[src/rtl/bcm_pkg.sv]
// Shared constants and types for the binary code modulation LED driver.
package bcm_pkg;

	// Number of sectors held in the color store
	localparam int SECTOR_COUNT = 32;
	// Store address width
	localparam int SECT_AW = (SECTOR_COUNT > 1) ? $clog2(SECTOR_COUNT) : 1;
	// Width that holds both the sector index field and any store address
	localparam int IDX_W = (SECT_AW > 5) ? SECT_AW : 5;

	// Field widths
	localparam int INDEX_W = 5;
	localparam int RGB_W   = 24;
	localparam int BYTE_W  = 8;

	// Input opcodes
	localparam logic OP_TICK  = 1'b0;
	localparam logic OP_WRITE = 1'b1;

	// Channel codes, in run order
	localparam logic [1:0] CH_BLUE  = 2'd0;
	localparam logic [1:0] CH_GREEN = 2'd1;
	localparam logic [1:0] CH_RED   = 2'd2;

	// Request from the run sequencer to the color store
	typedef struct packed {
		logic               we;
		logic [SECT_AW-1:0] waddr;
		logic [RGB_W-1:0]   wdata;
		logic               re;
		logic [SECT_AW-1:0] raddr;
	} ram_req_t;

endpackage

[src/rtl/bcm_color_ram.sv]
// Sector color store: one write and one registered read port, with per-entry valid bits.
module bcm_color_ram
	import bcm_pkg::*;
(
	input  logic             clk,
	input  logic             arst_n,
	input  ram_req_t         req,
	output logic [RGB_W-1:0] rdata
);

	logic [RGB_W-1:0]        mem [SECTOR_COUNT];
	logic [SECTOR_COUNT-1:0] valid_q;
	logic [RGB_W-1:0]        rdata_q;
	logic                    rvalid_q;

	// Storage array, no reset
	always_ff @(posedge clk) begin
		if (req.we) begin
			mem[req.waddr] <= req.wdata;
		end
		if (req.re) begin
			rdata_q <= mem[req.raddr];
		end
	end

	// Valid bits: an entry never written reads as black
	always_ff @(posedge clk or negedge arst_n) begin
		if (!arst_n) begin
			valid_q  <= '0;
			rvalid_q <= 1'b0;
		end else begin
			if (req.we) begin
				valid_q[req.waddr] <= 1'b1;
			end
			if (req.re) begin
				rvalid_q <= valid_q[req.raddr];
			end
		end
	end

	assign rdata = rvalid_q ? rdata_q : '0;

endmodule

[src/rtl/bcm_run_seq.sv]
// Run sequencer: tick counter, store access, bit-plane byte assembly and output register.
module bcm_run_seq
	import bcm_pkg::*;
(
	input  logic               clk,
	input  logic               arst_n,
	// input transactions
	input  logic               s_tvalid,
	output logic               s_tready,
	input  logic               opcode,
	input  logic [INDEX_W-1:0] sector_index,
	input  logic [RGB_W-1:0]   sector_rgb,
	// color store
	output ram_req_t           req,
	input  logic [RGB_W-1:0]   rdata,
	// result transactions
	output logic               m_tvalid,
	input  logic               m_tready,
	output logic [BYTE_W-1:0]  shift_byte,
	output logic [BYTE_W-1:0]  plane_mask,
	output logic               last_byte
);

	localparam logic [1:0] ST_IDLE  = 2'd0;
	localparam logic [1:0] ST_RUN   = 2'd1;
	localparam logic [1:0] ST_DRAIN = 2'd2;

	localparam logic [SECT_AW-1:0] K_TOP = SECT_AW'(SECTOR_COUNT - 1);
	localparam logic [IDX_W:0]     K_LIM = (IDX_W + 1)'(SECTOR_COUNT);

	logic [1:0]         state_q;
	logic [BYTE_W-1:0]  tick_q;
	logic [BYTE_W-1:0]  mask_q;
	logic [SECT_AW-1:0] k_q;
	logic [1:0]         chan_q;
	logic [BYTE_W-1:0]  acc_q;

	// stage 1: read data returning from the store
	logic               valid_s1;
	logic [2:0]         k_s1;
	logic [1:0]         chan_s1;
	logic               last_s1;

	// output register
	logic               out_valid_q;
	logic [BYTE_W-1:0]  out_byte_q;
	logic [BYTE_W-1:0]  out_mask_q;
	logic               out_last_q;

	logic               in_fire;
	logic [BYTE_W-1:0]  tick_nxt;
	logic               tick_run;
	logic [IDX_W-1:0]   idx_wide;
	logic               idx_ok;
	logic               emit_s1;
	logic               out_free;
	logic               go_s1;
	logic               can_issue;
	logic               issue_last;
	logic [BYTE_W-1:0]  chan_val;
	logic               hit;

	assign s_tready = (state_q == ST_IDLE);
	assign in_fire  = s_tvalid && s_tready;

	// tick decode: zero or a power of two starts a run
	assign tick_nxt = tick_q + 8'd1;
	assign tick_run = ((tick_nxt & (tick_nxt - 8'd1)) == '0);

	// write decode: indexes past the store are dropped
	assign idx_wide = IDX_W'(sector_index);
	assign idx_ok   = ({1'b0, idx_wide} < K_LIM);

	// pipeline flow control
	assign emit_s1    = (k_s1 == 3'd0);
	assign out_free   = !out_valid_q || m_tready;
	assign go_s1      = valid_s1 && (!emit_s1 || out_free);
	assign can_issue  = (state_q == ST_RUN) && (!valid_s1 || go_s1);
	assign issue_last = (chan_q == CH_RED) && (k_q == '0);

	// store request
	always_comb begin
		req.we    = in_fire && (opcode == OP_WRITE) && idx_ok;
		req.waddr = idx_wide[SECT_AW-1:0];
		req.wdata = sector_rgb;
		req.re    = can_issue;
		req.raddr = k_q;
	end

	// channel select on returned color
	always_comb begin
		case (chan_s1)
			CH_BLUE:  chan_val = rdata[7:0];
			CH_GREEN: chan_val = rdata[15:8];
			CH_RED:   chan_val = rdata[23:16];
			default:  chan_val = '0;
		endcase
	end
	assign hit = |(chan_val & mask_q);

	// control: state, counters, stage-1 valid
	always_ff @(posedge clk or negedge arst_n) begin
		if (!arst_n) begin
			state_q  <= ST_IDLE;
			tick_q   <= '0;
			k_q      <= '0;
			chan_q   <= CH_BLUE;
			valid_s1 <= 1'b0;
		end else begin
			case (state_q)
				ST_IDLE: begin
					if (in_fire && (opcode == OP_TICK)) begin
						tick_q <= tick_nxt;
						if (tick_run) begin
							state_q <= ST_RUN;
							k_q     <= K_TOP;
							chan_q  <= CH_BLUE;
						end
					end
				end
				ST_RUN: begin
					if (can_issue) begin
						if (k_q == '0) begin
							k_q    <= K_TOP;
							chan_q <= chan_q + 2'd1;
						end else begin
							k_q <= k_q - SECT_AW'(1);
						end
						if (issue_last) begin
							state_q <= ST_DRAIN;
						end
					end
				end
				ST_DRAIN: begin
					if (!valid_s1) begin
						state_q <= ST_IDLE;
					end
				end
				default: begin
					state_q <= ST_IDLE;
				end
			endcase

			if (can_issue) begin
				valid_s1 <= 1'b1;
			end else if (go_s1) begin
				valid_s1 <= 1'b0;
			end
		end
	end

	// stage-1 tags, run mask and byte accumulator
	always_ff @(posedge clk or negedge arst_n) begin
		if (!arst_n) begin
			acc_q <= '0;
		end else if (go_s1) begin
			if (emit_s1) begin
				acc_q <= '0;
			end else begin
				acc_q <= acc_q | (BYTE_W'(hit) << (3'd7 - k_s1));
			end
		end
	end

	always_ff @(posedge clk) begin
		if (in_fire && (opcode == OP_TICK) && tick_run) begin
			mask_q <= tick_nxt;
		end
		if (can_issue) begin
			k_s1    <= k_q[2:0];
			chan_s1 <= chan_q;
			last_s1 <= issue_last;
		end
	end

	// output register
	always_ff @(posedge clk or negedge arst_n) begin
		if (!arst_n) begin
			out_valid_q <= 1'b0;
		end else if (go_s1 && emit_s1) begin
			out_valid_q <= 1'b1;
		end else if (m_tready) begin
			out_valid_q <= 1'b0;
		end
	end

	always_ff @(posedge clk) begin
		if (go_s1 && emit_s1) begin
			out_byte_q <= acc_q | {hit, 7'b0};
			out_mask_q <= mask_q;
			out_last_q <= last_s1;
		end
	end

	assign m_tvalid   = out_valid_q;
	assign shift_byte = out_byte_q;
	assign plane_mask = out_mask_q;
	assign last_byte  = out_last_q;

`ifndef SYNTHESIS
	// no store read outside a run
	a_no_read_idle: assert property (@(posedge clk) disable iff (!arst_n)
		(state_q == ST_IDLE) |-> !req.re)
		else $error("store read while idle");

	// pending stage-1 data never outlives its run
	a_s1_in_run: assert property (@(posedge clk) disable iff (!arst_n)
		valid_s1 |-> (state_q != ST_IDLE))
		else $error("stage 1 valid while idle");

	// writes only happen while no read is in flight
	a_rw_excl: assert property (@(posedge clk) disable iff (!arst_n)
		!(req.we && req.re))
		else $error("store write during run read");

	// a delivered byte carries a zero or power-of-two mask
	a_mask_pow2: assert property (@(posedge clk) disable iff (!arst_n)
		m_tvalid |-> ((plane_mask & (plane_mask - 8'd1)) == '0))
		else $error("plane mask not a power of two");
`endif

endmodule

[src/rtl/bcm_rgb_shift_register_driver.sv]
// Top level of the binary code modulation LED shift-register driver.
// Write transactions (tuser = 1) store a 24-bit color for one sector and take one cycle.
// Tick transactions (tuser = 0) advance an 8-bit wrapping counter; when the new value
// is zero or a power of two the block streams one run of 3 * ceil(SECTOR_COUNT / 8)
// bytes (blue, green, red; sectors from highest to lowest), with tlast on the final
// byte. A run reads the color store once per sector per channel, and a stalled output
// stops the store reads. Other ticks only advance the counter. New transactions are
// taken again once the last store read has been used and the sequencer is idle.
// The store resets to black through per-entry valid bits, so no clearing pass is run.
module bcm_rgb_shift_register_driver
	import bcm_pkg::*;
(
	input  logic        clk,
	input  logic        arst_n,
	input  logic        s_tvalid,
	output logic        s_tready,
	input  logic [31:0] s_tdata,  // [4:0] sector_index, [28:5] sector_rgb, [31:29] zero
	input  logic [0:0]  s_tuser,  // [0] opcode
	output logic        m_tvalid,
	input  logic        m_tready,
	output logic [15:0] m_tdata,  // [7:0] shift_byte, [15:8] plane_mask
	output logic        m_tlast   // last_byte
);

	ram_req_t          req;
	logic [RGB_W-1:0]  rdata;
	logic [BYTE_W-1:0] shift_byte;
	logic [BYTE_W-1:0] plane_mask;

	bcm_run_seq u_seq (
		.clk          (clk),
		.arst_n       (arst_n),
		.s_tvalid     (s_tvalid),
		.s_tready     (s_tready),
		.opcode       (s_tuser[0]),
		.sector_index (s_tdata[4:0]),
		.sector_rgb   (s_tdata[28:5]),
		.req          (req),
		.rdata        (rdata),
		.m_tvalid     (m_tvalid),
		.m_tready     (m_tready),
		.shift_byte   (shift_byte),
		.plane_mask   (plane_mask),
		.last_byte    (m_tlast)
	);

	bcm_color_ram u_ram (
		.clk    (clk),
		.arst_n (arst_n),
		.req    (req),
		.rdata  (rdata)
	);

	// pack result fields
	assign m_tdata = {plane_mask, shift_byte};

endmodule

[config.mk]
export PLATFORM = sky130hd
export DESIGN_NAME = bcm_rgb_shift_register_driver
export DESIGN_NICKNAME = d
export VERILOG_FILES = /design/src/rtl/bcm_pkg.sv /design/src/rtl/bcm_color_ram.sv /design/src/rtl/bcm_run_seq.sv /design/src/rtl/bcm_rgb_shift_register_driver.sv
export SDC_FILE = /design/constraint.sdc
export NUM_CORES = 1
export LEC_CHECK = 0
export ABC_CLOCK_PERIOD_IN_PS = 4000
export BUFFER_PORTS_ARGS = -buffer_cell sky130_fd_sc_hd__buf_2
export CAP_MARGIN = 20
export CORE_ASPECT_RATIO = 1.25
export CORE_UTILIZATION = 30
export CTS_CLUSTER_DIAMETER = 80
export CTS_CLUSTER_SIZE = 20
export DETAILED_ROUTE_END_ITERATION = 10
export PLACE_DENSITY = 0.49
export SYNTH_ARGS = -nofsm -noshare
export SYNTH_HDL_FRONTEND = slang
export SYNTH_SLANG_ARGS = --single-unit
[constraint.sdc]
create_clock -name clk -period 4 [get_ports clk]
set_clock_uncertainty 0.2 [all_clocks]
set_input_delay 0.4 -clock clk [delete_from_list [all_inputs] [get_ports clk]]
set_output_delay 0.4 -clock clk [all_outputs]
set_load 0.01 [all_outputs]
==> impl_results.md, run 1 <==
- Hold_ws: -0.009668 ns
- Global Route met2 Usage: 25.25%
- TritonRoute pass-1 iters: 7
- TritonCTS clock tree: done
- Iteration-0 DRC Markers: 1391
- Cts repair resizes: 0
- Ys flop type: edfxtp_1
- Die width: 303.0 um
- Port Buffers: 52
- Pins Over Slew Limit: 0
- Post-route ant nets: 0
- Yosys warns: 0
- Met3 usage: 1.796%
- Post-synthesis cell type count: 55
- Total gr overflow: 0
- Max FO, Critical Path: 13
- Clock Path Buffers: 3
- Row cnt: 137
- Failing checks: negative hold slack
- Hold Path Class: input pin to register
- Drt via density: 4.936
- Worst-path clk slew: 0.08 ns
- Post-synth EDFFs: 823
- Worst skew pair latency: 0.63 ns
- Placed cells: 3023
- Rel. slew slack: 32.86%
- RSZ-0062 raised after global routing: no
- Total Routing Usage GR: 14.24%
- Initial Utilization: 30.34%
- Minimum clock period: 3.311 ns
- WP data arrival: 3.43 ns
- Detailed Place HPWL: 48540 um
- Mean Syn Cell Area: 22.20 um^2
- Setup CP Type: register to register
- Post-route setup TNS: 0 ns
- Lkg Pwr: 12.16 nW
- CTS Sinks: 883
- Cell area after synthesis: 33970 um^2
- Layout area overhead: 12.53%
- H-tree depth: 2
- Clock root buffer: clkbuf_16
- # setup viols final: 0
- Final nets: 1661
- Fraction of layout cells with a size suffix above 1: 30.73%
- Post-Syn Nets: 1572
- Power Density: 592.5 nW/um^2
- Post-synth ARST share: 6.795%
- Die ar.: 114600 um^2
- Core Box Area: 111900 um^2
- ANT cells: 0
- Fin cells: 3099
- Max Cap Viol: 0
- First-pass GRT wire length: 116300 um
- DR vias: 15300
- I/O Pins: 56
- Status: complete, but fails checks
- Total length of routed wires: 80610 um
- Final Hold Viols: 1
- WL per Instance: 26.01 um
- GRT busiest layer: met2
- Mapped Cells: 1530
- Worst Tran Pin Value: 1.007 ns
- Drc violations: 0
- Vias in the first global route: 16180
- Final Cycle Share: 82.77%
- Total CTS buffers: 51
- Flops & latches, synth: 883
- GPL Wtd Cong: 0.7411
- Die Y: 378.2 um
- CP Capture Type: register
- Max VDD drop: 0.3308 mV
- Register area share after synthesis: 77.18%
- Met1 Resource Use GR: 18.53%
- Antenna violations before repair: 3
- Largest net degree at the start of global routing: 55
- Max Freq: 0.3021 GHz
- Crit path required time: 4.12 ns
- Crit start category: register
[worst paths after layout]
kind                                              startpoint                             to  slack [ns]  cells past startpoint
worst max-delay path            u_seq.state_q[0]$_DFFE_PN0P_    u_ram.mem[24][11]$_DFFE_PP_        0.69                      6
worst min-delay path                                m_tready     u_seq.m_tvalid$_DFFE_PN0P_       -0.01                      3
worst max register to register  u_seq.state_q[0]$_DFFE_PN0P_    u_ram.mem[24][11]$_DFFE_PP_        0.69                      6
worst min register to register       u_seq.last_s1$_DFFE_PP_      u_seq.last_byte$_DFFE_PP_        0.23                      0
max in group asynchronous                             arst_n  u_ram.valid_q[25]$_DFFE_PN0P_        2.52                      3
min in group asynchronous                             arst_n    u_seq.tick_q[5]$_DFFE_PN0P_        0.22                      2
[report_power, final]
group	total, W	internal (W)	switching, W
clock	0.00542	0.00249	0.00293
combinational	0.00604	0.00300	0.00303
sequential	0.0112	0.0106	0.000562
total	0.0226	0.0161	0.00653
[cells in the final DEF, fill, tap and decap left out, types with 5 or more instances in the layout]
| cell | n |
|---|---|
| a21oi_1 | 7 |
| a22oi_1 | 9 |
| buf_12 | 26 |
| buf_2 | 52 |
| buf_4 | 32 |
| clkbuf_1 | 15 |
| clkbuf_16 | 53 |
| dfrtp_1 | 56 |
| edfxtp_1 | 823 |
| ha_1 | 5 |
| inv_1 | 13 |
| mux2_2 | 9 |
| mux4_2 | 249 |
| nand2_1 | 97 |
| nand2b_1 | 6 |
| nand3_1 | 10 |
| nor2_1 | 19 |
| nor2_4 | 32 |
| nor3_1 | 6 |
| or2_2 | 33 |
| xnor2_1 | 10 |
[registers in the layout, summed over array words and instances (netlist names), 3 cells and up]
register	cells
u_seq.k_s1	3
u_seq.plane_mask	8
u_seq.acc_q	8
u_ram.rdata_q	24
u_ram.valid_q	32
u_seq.mask_q	8
u_seq.k_q	5
u_seq.tick_q	8
u_seq.shift_byte	8
u_ram.mem	768
[repair_timing]
item / CTS / global route
buffers inserted: 0 / 0
hold buffers: 2 / 0
endpoints found under the hold margin: 39 / 0
[critical path: stages, from the launching register on]
cell and delay (ns):
dfrtp_1 0.47, nor2_1 0.29, nand3_1 0.34, nor2_1 0.34, nand3_1 0.39, nor2_4 0.63, buf_4 0.32
[routing by layer]
layer	share of wire (%)	vias to the layer above
li1	-	6461
met5	0.045	-
met3	4.0	84
met4	1.7	6
met2	52	351
met1	42	8394
[layout make-up]
class	instances	area (um^2)
Fill cell	10430	73710
Multi-Input combinational cell	557	7614
Inverter	14	52.55
Tap cell	1459	1826
Sequential cell	883	26230
Timing Repair Buffer	112	1041
Clock buffer	68	1383
Clock inverter	6	76.32
[logic make-up (layout without fill, tap and decap cells)]
kind of cell | after synthesis | count (layout) | synth area share, %
flops | 883 | 883 | 77.18
mux | 263 | 263 | 16.97
simple gates | 230 | 230 | 3.190
buf+inv | 90 | 200 | 1.138
compound gates | 45 | 45 | 0.9726
xor+xnor | 14 | 14 | 0.3610
fa+ha+maj | 5 | 5 | 0.1842
[synthesized netlist by cell type, types with 6 or more instances]
library cell / n / area [um^2]
nand2_1: 97 / 364.1
a22oi_1: 9 / 67.56
nand2b_1: 6 / 37.54
a21oi_1: 7 / 35.03
dfrtp_1: 60 / 1501
mux4_2: 249 / 5608
edfxtp_1: 823 / 24710
clkbuf_1: 44 / 165.2
mux2_2: 9 / 101.4
inv_1: 13 / 48.80
nor2_1: 52 / 195.2
nand3_1: 10 / 50.05
buf_2: 24 / 120.1
xnor2_1: 10 / 87.58
or2_2: 33 / 206.5
nor3_1: 6 / 30.03
[metrics by stage]
step,power (W),area [um^2],hold WS [ns],utilization [%],setup WS [ns]
floorplan,0.01545,33970,-0.09559,-,0.8226
detailed placement,0.01763,36740,0.2180,32.83,0.7069
global route,0.02363,38220,0.02859,34.15,0.4897
finish,0.02265,38220,-0.009668,34.15,0.6894
global placement,0.01758,36740,0.2129,32.83,0.7800
CTS,0.02304,38220,0.001046,34.15,0.6756
Power figures use the tool's default switching activity.
==> run 2: changes to the inputs <==
--- a/config.mk
+++ b/config.mk
@@ -5,7 +5,7 @@
 export SDC_FILE = /design/constraint.sdc
 export NUM_CORES = 1
 export LEC_CHECK = 0
-export ABC_CLOCK_PERIOD_IN_PS = 4000
+export ABC_CLOCK_PERIOD_IN_PS = 2700
 export BUFFER_PORTS_ARGS = -buffer_cell sky130_fd_sc_hd__buf_2
 export CAP_MARGIN = 20
 export CORE_ASPECT_RATIO = 1.25
@@ -13,7 +13,7 @@
 export CTS_CLUSTER_DIAMETER = 80
 export CTS_CLUSTER_SIZE = 20
 export DETAILED_ROUTE_END_ITERATION = 10
-export PLACE_DENSITY = 0.49
+export PLACE_DENSITY = 0.51
 export SYNTH_ARGS = -nofsm -noshare
 export SYNTH_HDL_FRONTEND = slang
 export SYNTH_SLANG_ARGS = --single-unit
==> constraint.sdc (replaced) <==
create_clock -name clk -period 2.7 [get_ports clk]
set_clock_uncertainty 0.2 [all_clocks]
set_input_delay 0.27 -clock clk [delete_from_list [all_inputs] [get_ports clk]]
set_output_delay 0.27 -clock clk [all_outputs]
set_load 0.01 [all_outputs]
==> run 2 against run 1 <==
Net effect:
- the flow finishes with violations (negative setup slack)
- register-to-register slack worse by 0.72 ns
- die area is the same
- highest routed layer unchanged
- critical path type unchanged
- count of clock-buffer cells in the layout is 8 lower
- non-clock buffer count is 138 higher
- via count is 3.1% higher
- final area increased by 4.3%
- flip-flop and latch count stayed put
- fmax increased by 21%
- sequential power up 46%
- total power up 53%
==> impl_results.md, run 2 (synthesis results as in run 1) <==
- Vias in the first global route: 16720 (was 16180)
- Antenna violations before repair: 4 (was 3)
- Worst flop-to-flop path endpoint: u_seq.chan_q[1]$_DFFE_PN0P_ (was u_ram.mem[24][11]$_DFFE_PP_)
- Placed inst area: 37800 um^2 (was 36740 um^2)
- Max Cap Viol: 0 (unchanged)
- Crit start category: register (unchanged)
- Multi-input gate area: 7736 um^2 (was 7614 um^2)
- Power Density: 867.8 nW/um^2 (was 592.5 nW/um^2)
- Top reg by flops: u_ram.mem (unchanged)
- Row cnt: 137 (unchanged)
- Worst-path clk slew: 0.09 ns (was 0.08 ns)
- Sw power: 0.009795 W (was 0.006525 W)
- Core Box Area: 111900 um^2 (unchanged)
- Largest net degree at the start of global routing: 33 (was 55)
- Rel. slew slack: 38.80% (was 32.86%)
- Initial Utilization: 30.34% (unchanged)
- Total CTS buffers: 51 (unchanged)
- CP Capture Type: register (unchanged)
- Crit path required time: 3.01 ns (was 4.12 ns)
- Failing checks: negative setup slack (was negative hold slack)
- Minimum clock period: 2.729 ns (was 3.311 ns)
- Combinational Power Share: 30.2% (was 26.7%)
- Clock share of power: 22.6% (was 23.9%)
- Hold Path Class: input pin to asynchronous set/reset pin (was input pin to register)
- Die ar.: 114600 um^2 (unchanged)
- Final nets: 1799 (was 1661)
- Total Routing Usage GR: 14.52% (was 14.24%)
- Worst R2R Start: u_seq.tick_q[1]$_DFFE_PN0P_ (was u_seq.state_q[0]$_DFFE_PN0P_)
- Most common cell after layout, fill and taps aside: edfxtp_1 (unchanged)
- Setup CP Type: register to register (unchanged)
- # setup viols final: 1 (was 0)
- Worst Tran Pin Value: 0.9181 ns (was 1.007 ns)
- Largest registers: u_ram.mem x768, u_ram.valid_q x32, u_ram.rdata_q x24 (unchanged)
- Total gr overflow: 0 (unchanged)
- I/O Pins: 56 (unchanged)
- Total length of routed wires: 82220 um (was 80610 um)
- Worst skew pair latency: 0.64 ns (was 0.63 ns)
- Max FO, Critical Path: 5 (was 13)
- FILL cells: 10230 (was 10430)
- CTS Sinks: 883 (unchanged)
- Fraction of layout cells with a size suffix above 1: 35.54% (was 30.73%)
- Reg area: 26230 um^2 (about the same)
- Iteration-0 DRC Markers: 1328 (was 1391)
- Pins Over Slew Limit: 0 (unchanged)
- Max Freq: 0.3665 GHz (was 0.3021 GHz)
- Sequential fraction of design power: 47.3% (was 49.4%)
- R2r setup slk: -0.03 ns (was 0.69 ns)
- DR vias: 15760 (was 15300)
- Drt via density: 4.879 (was 4.936)
- Final Hold Viols: 0 (was 1)
- Detailed Place HPWL: 49880 um (was 48540 um)
- Port Buffers: 52 (unchanged)
- Lkg Pwr: 12.96 nW (was 12.16 nW)
- Commonest cells after routing, fill and taps aside: edfxtp_1 (823), mux4_2 (249), buf_4 (100) (was edfxtp_1 (823), mux4_2 (249), nand2_1 (97))
- RSZ-0062 raised after global routing: yes (was no)
- TritonRoute pass-1 iters: 5 (was 7)
- Status: complete, but fails checks (unchanged)
- H-tree depth: 2 (unchanged)
- Clock Path Buffers: 3 (unchanged)
- Max VDD drop: 0.5897 mV (was 0.3308 mV)
- Drc violations: 0 (unchanged)
- First-pass GRT wire length: 118600 um (was 116300 um)
- Layout area overhead: 17.40% (was 12.53%)
- GPL Wtd Cong: 0.7995 (was 0.7411)
- Core Util, Final: 35.62% (was 34.15%)
- Die width: 303.0 um (unchanged)
- Number of flip-flops in the largest register: 768 (unchanged)
- Post-route ant nets: 0 (unchanged)
- Final worst slack: -0.02879 ns (was 0.6894 ns)
- Fin area: 39870 um^2 (was 38220 um^2)
- WL per Instance: 25.45 um (was 26.01 um)
- Clock root buffer: clkbuf_16 (unchanged)
- Die Y: 378.2 um (unchanged)
- R2R depth: 8 (was 6)
- WP data arrival: 3.04 ns (was 3.43 ns)
- Int Power: 0.02481 W (was 0.01612 W)
- TritonCTS clock tree: done (unchanged)
- Switching share of total power: 28.30% (was 28.81%)
- Final Cycle Share: 101.1% (was 82.77%)
## run 2: changes by cell type in the layout (fill, tap and decap cells not counted), sizes merged
cell	change
clkbuf	-8
diode	+2
bufinv	-1
buf	+111
clkinv	+1
dlygate4sd3	+27
## run 2: worst max-delay path by stage
stage                                  from                     endpoint
4_1_cts         u_seq.tick_q[1]$_DFFE_PN0P_  u_seq.chan_q[1]$_DFFE_PN0P_
5_1_grt         u_seq.tick_q[1]$_DFFE_PN0P_  u_seq.chan_q[1]$_DFFE_PN0P_
2_1_floorplan  u_seq.state_q[0]$_DFFE_PN0P_   u_ram.mem[24][0]$_DFFE_PP_
3_3_place_gp    u_seq.tick_q[1]$_DFFE_PN0P_    u_seq.mask_q[6]$_DFFE_PP_
3_5_place_dp    u_seq.tick_q[0]$_DFFE_PN0P_    u_seq.mask_q[3]$_DFFE_PP_
6_report        u_seq.tick_q[1]$_DFFE_PN0P_  u_seq.chan_q[1]$_DFFE_PN0P_
## run 2: metal layers
layer / share of wire (%) / vias to the layer above / GRT usage (%)
met1: 42 / 8519 / 19.25
met4: 3.1 / 6 / 4.854
met5: 0.052 / - / 0
li1: - / 6741 / -
met2: 50 / 389 / 24.18
met3: 4.8 / 109 / 2.324
## run 2: metrics by stage
stage	power [W]	hold slack, ns	setup TNS, ns	setup WS [ns]	std cells
after global placement	0.02673	0.1316	-0.6969	-0.06993	3110
after global routing	0.03611	0.03797	-0.7542	-0.1113	3229
after floorplan	0.02291	-0.2256	-161.18	-0.2770	1530
final	0.03461	0.01962	-0.02879	-0.02879	3231
after detailed placement	0.02682	0.1447	-0.7072	-0.07295	3110
after CTS	0.03476	0.001051	0	0.001057	3208
## run 2: layout make-up
| type | count | area share (%) |
|---|---|---|
| inverters | 14 | 0.1318 |
| repair buffers | 250 | 6.549 |
| flip-flops and latches | 883 | 65.78 |
| well taps | 1459 | 4.578 |
| clock inverters | 6 | 0.1789 |
| multi-input cells | 557 | 19.40 |
| diodes | 2 | 0.01255 |
| clock buffers | 60 | 3.364 |
## run 2: worst max-delay path: stages (launching register included)
cell and delay (ns):
dfrtp_1 0.43, buf_6 0.16, a211o_1 0.30, a21boi_2 0.16, o2111ai_2 0.14, a2111o_1 0.45
nor4_4 0.35, nor2_2 0.11, mux2_4 0.31
## run 2: power by group through the flow
stage / logic, W / registers (W) / clock network (W)
floorplan: 0.00669 / 0.0162 / 0
global placement: 0.0101 / 0.0167 / 0
detailed placement: 0.0101 / 0.0167 / 0
CTS: 0.0103 / 0.0164 / 0.00808
global route: 0.0112 / 0.0164 / 0.00850
finish: 0.0104 / 0.0164 / 0.00782
## run 2: timing repair
action | 4_1_cts | 5_1_grt
hold buffers | 29 | 0
hold endpoints to repair | 815 | 0
pin swaps | 10 | 3
buffers inserted | 3 | 22
setup endpoints to repair | 12 | 30
gates resized for setup | 10 | 18
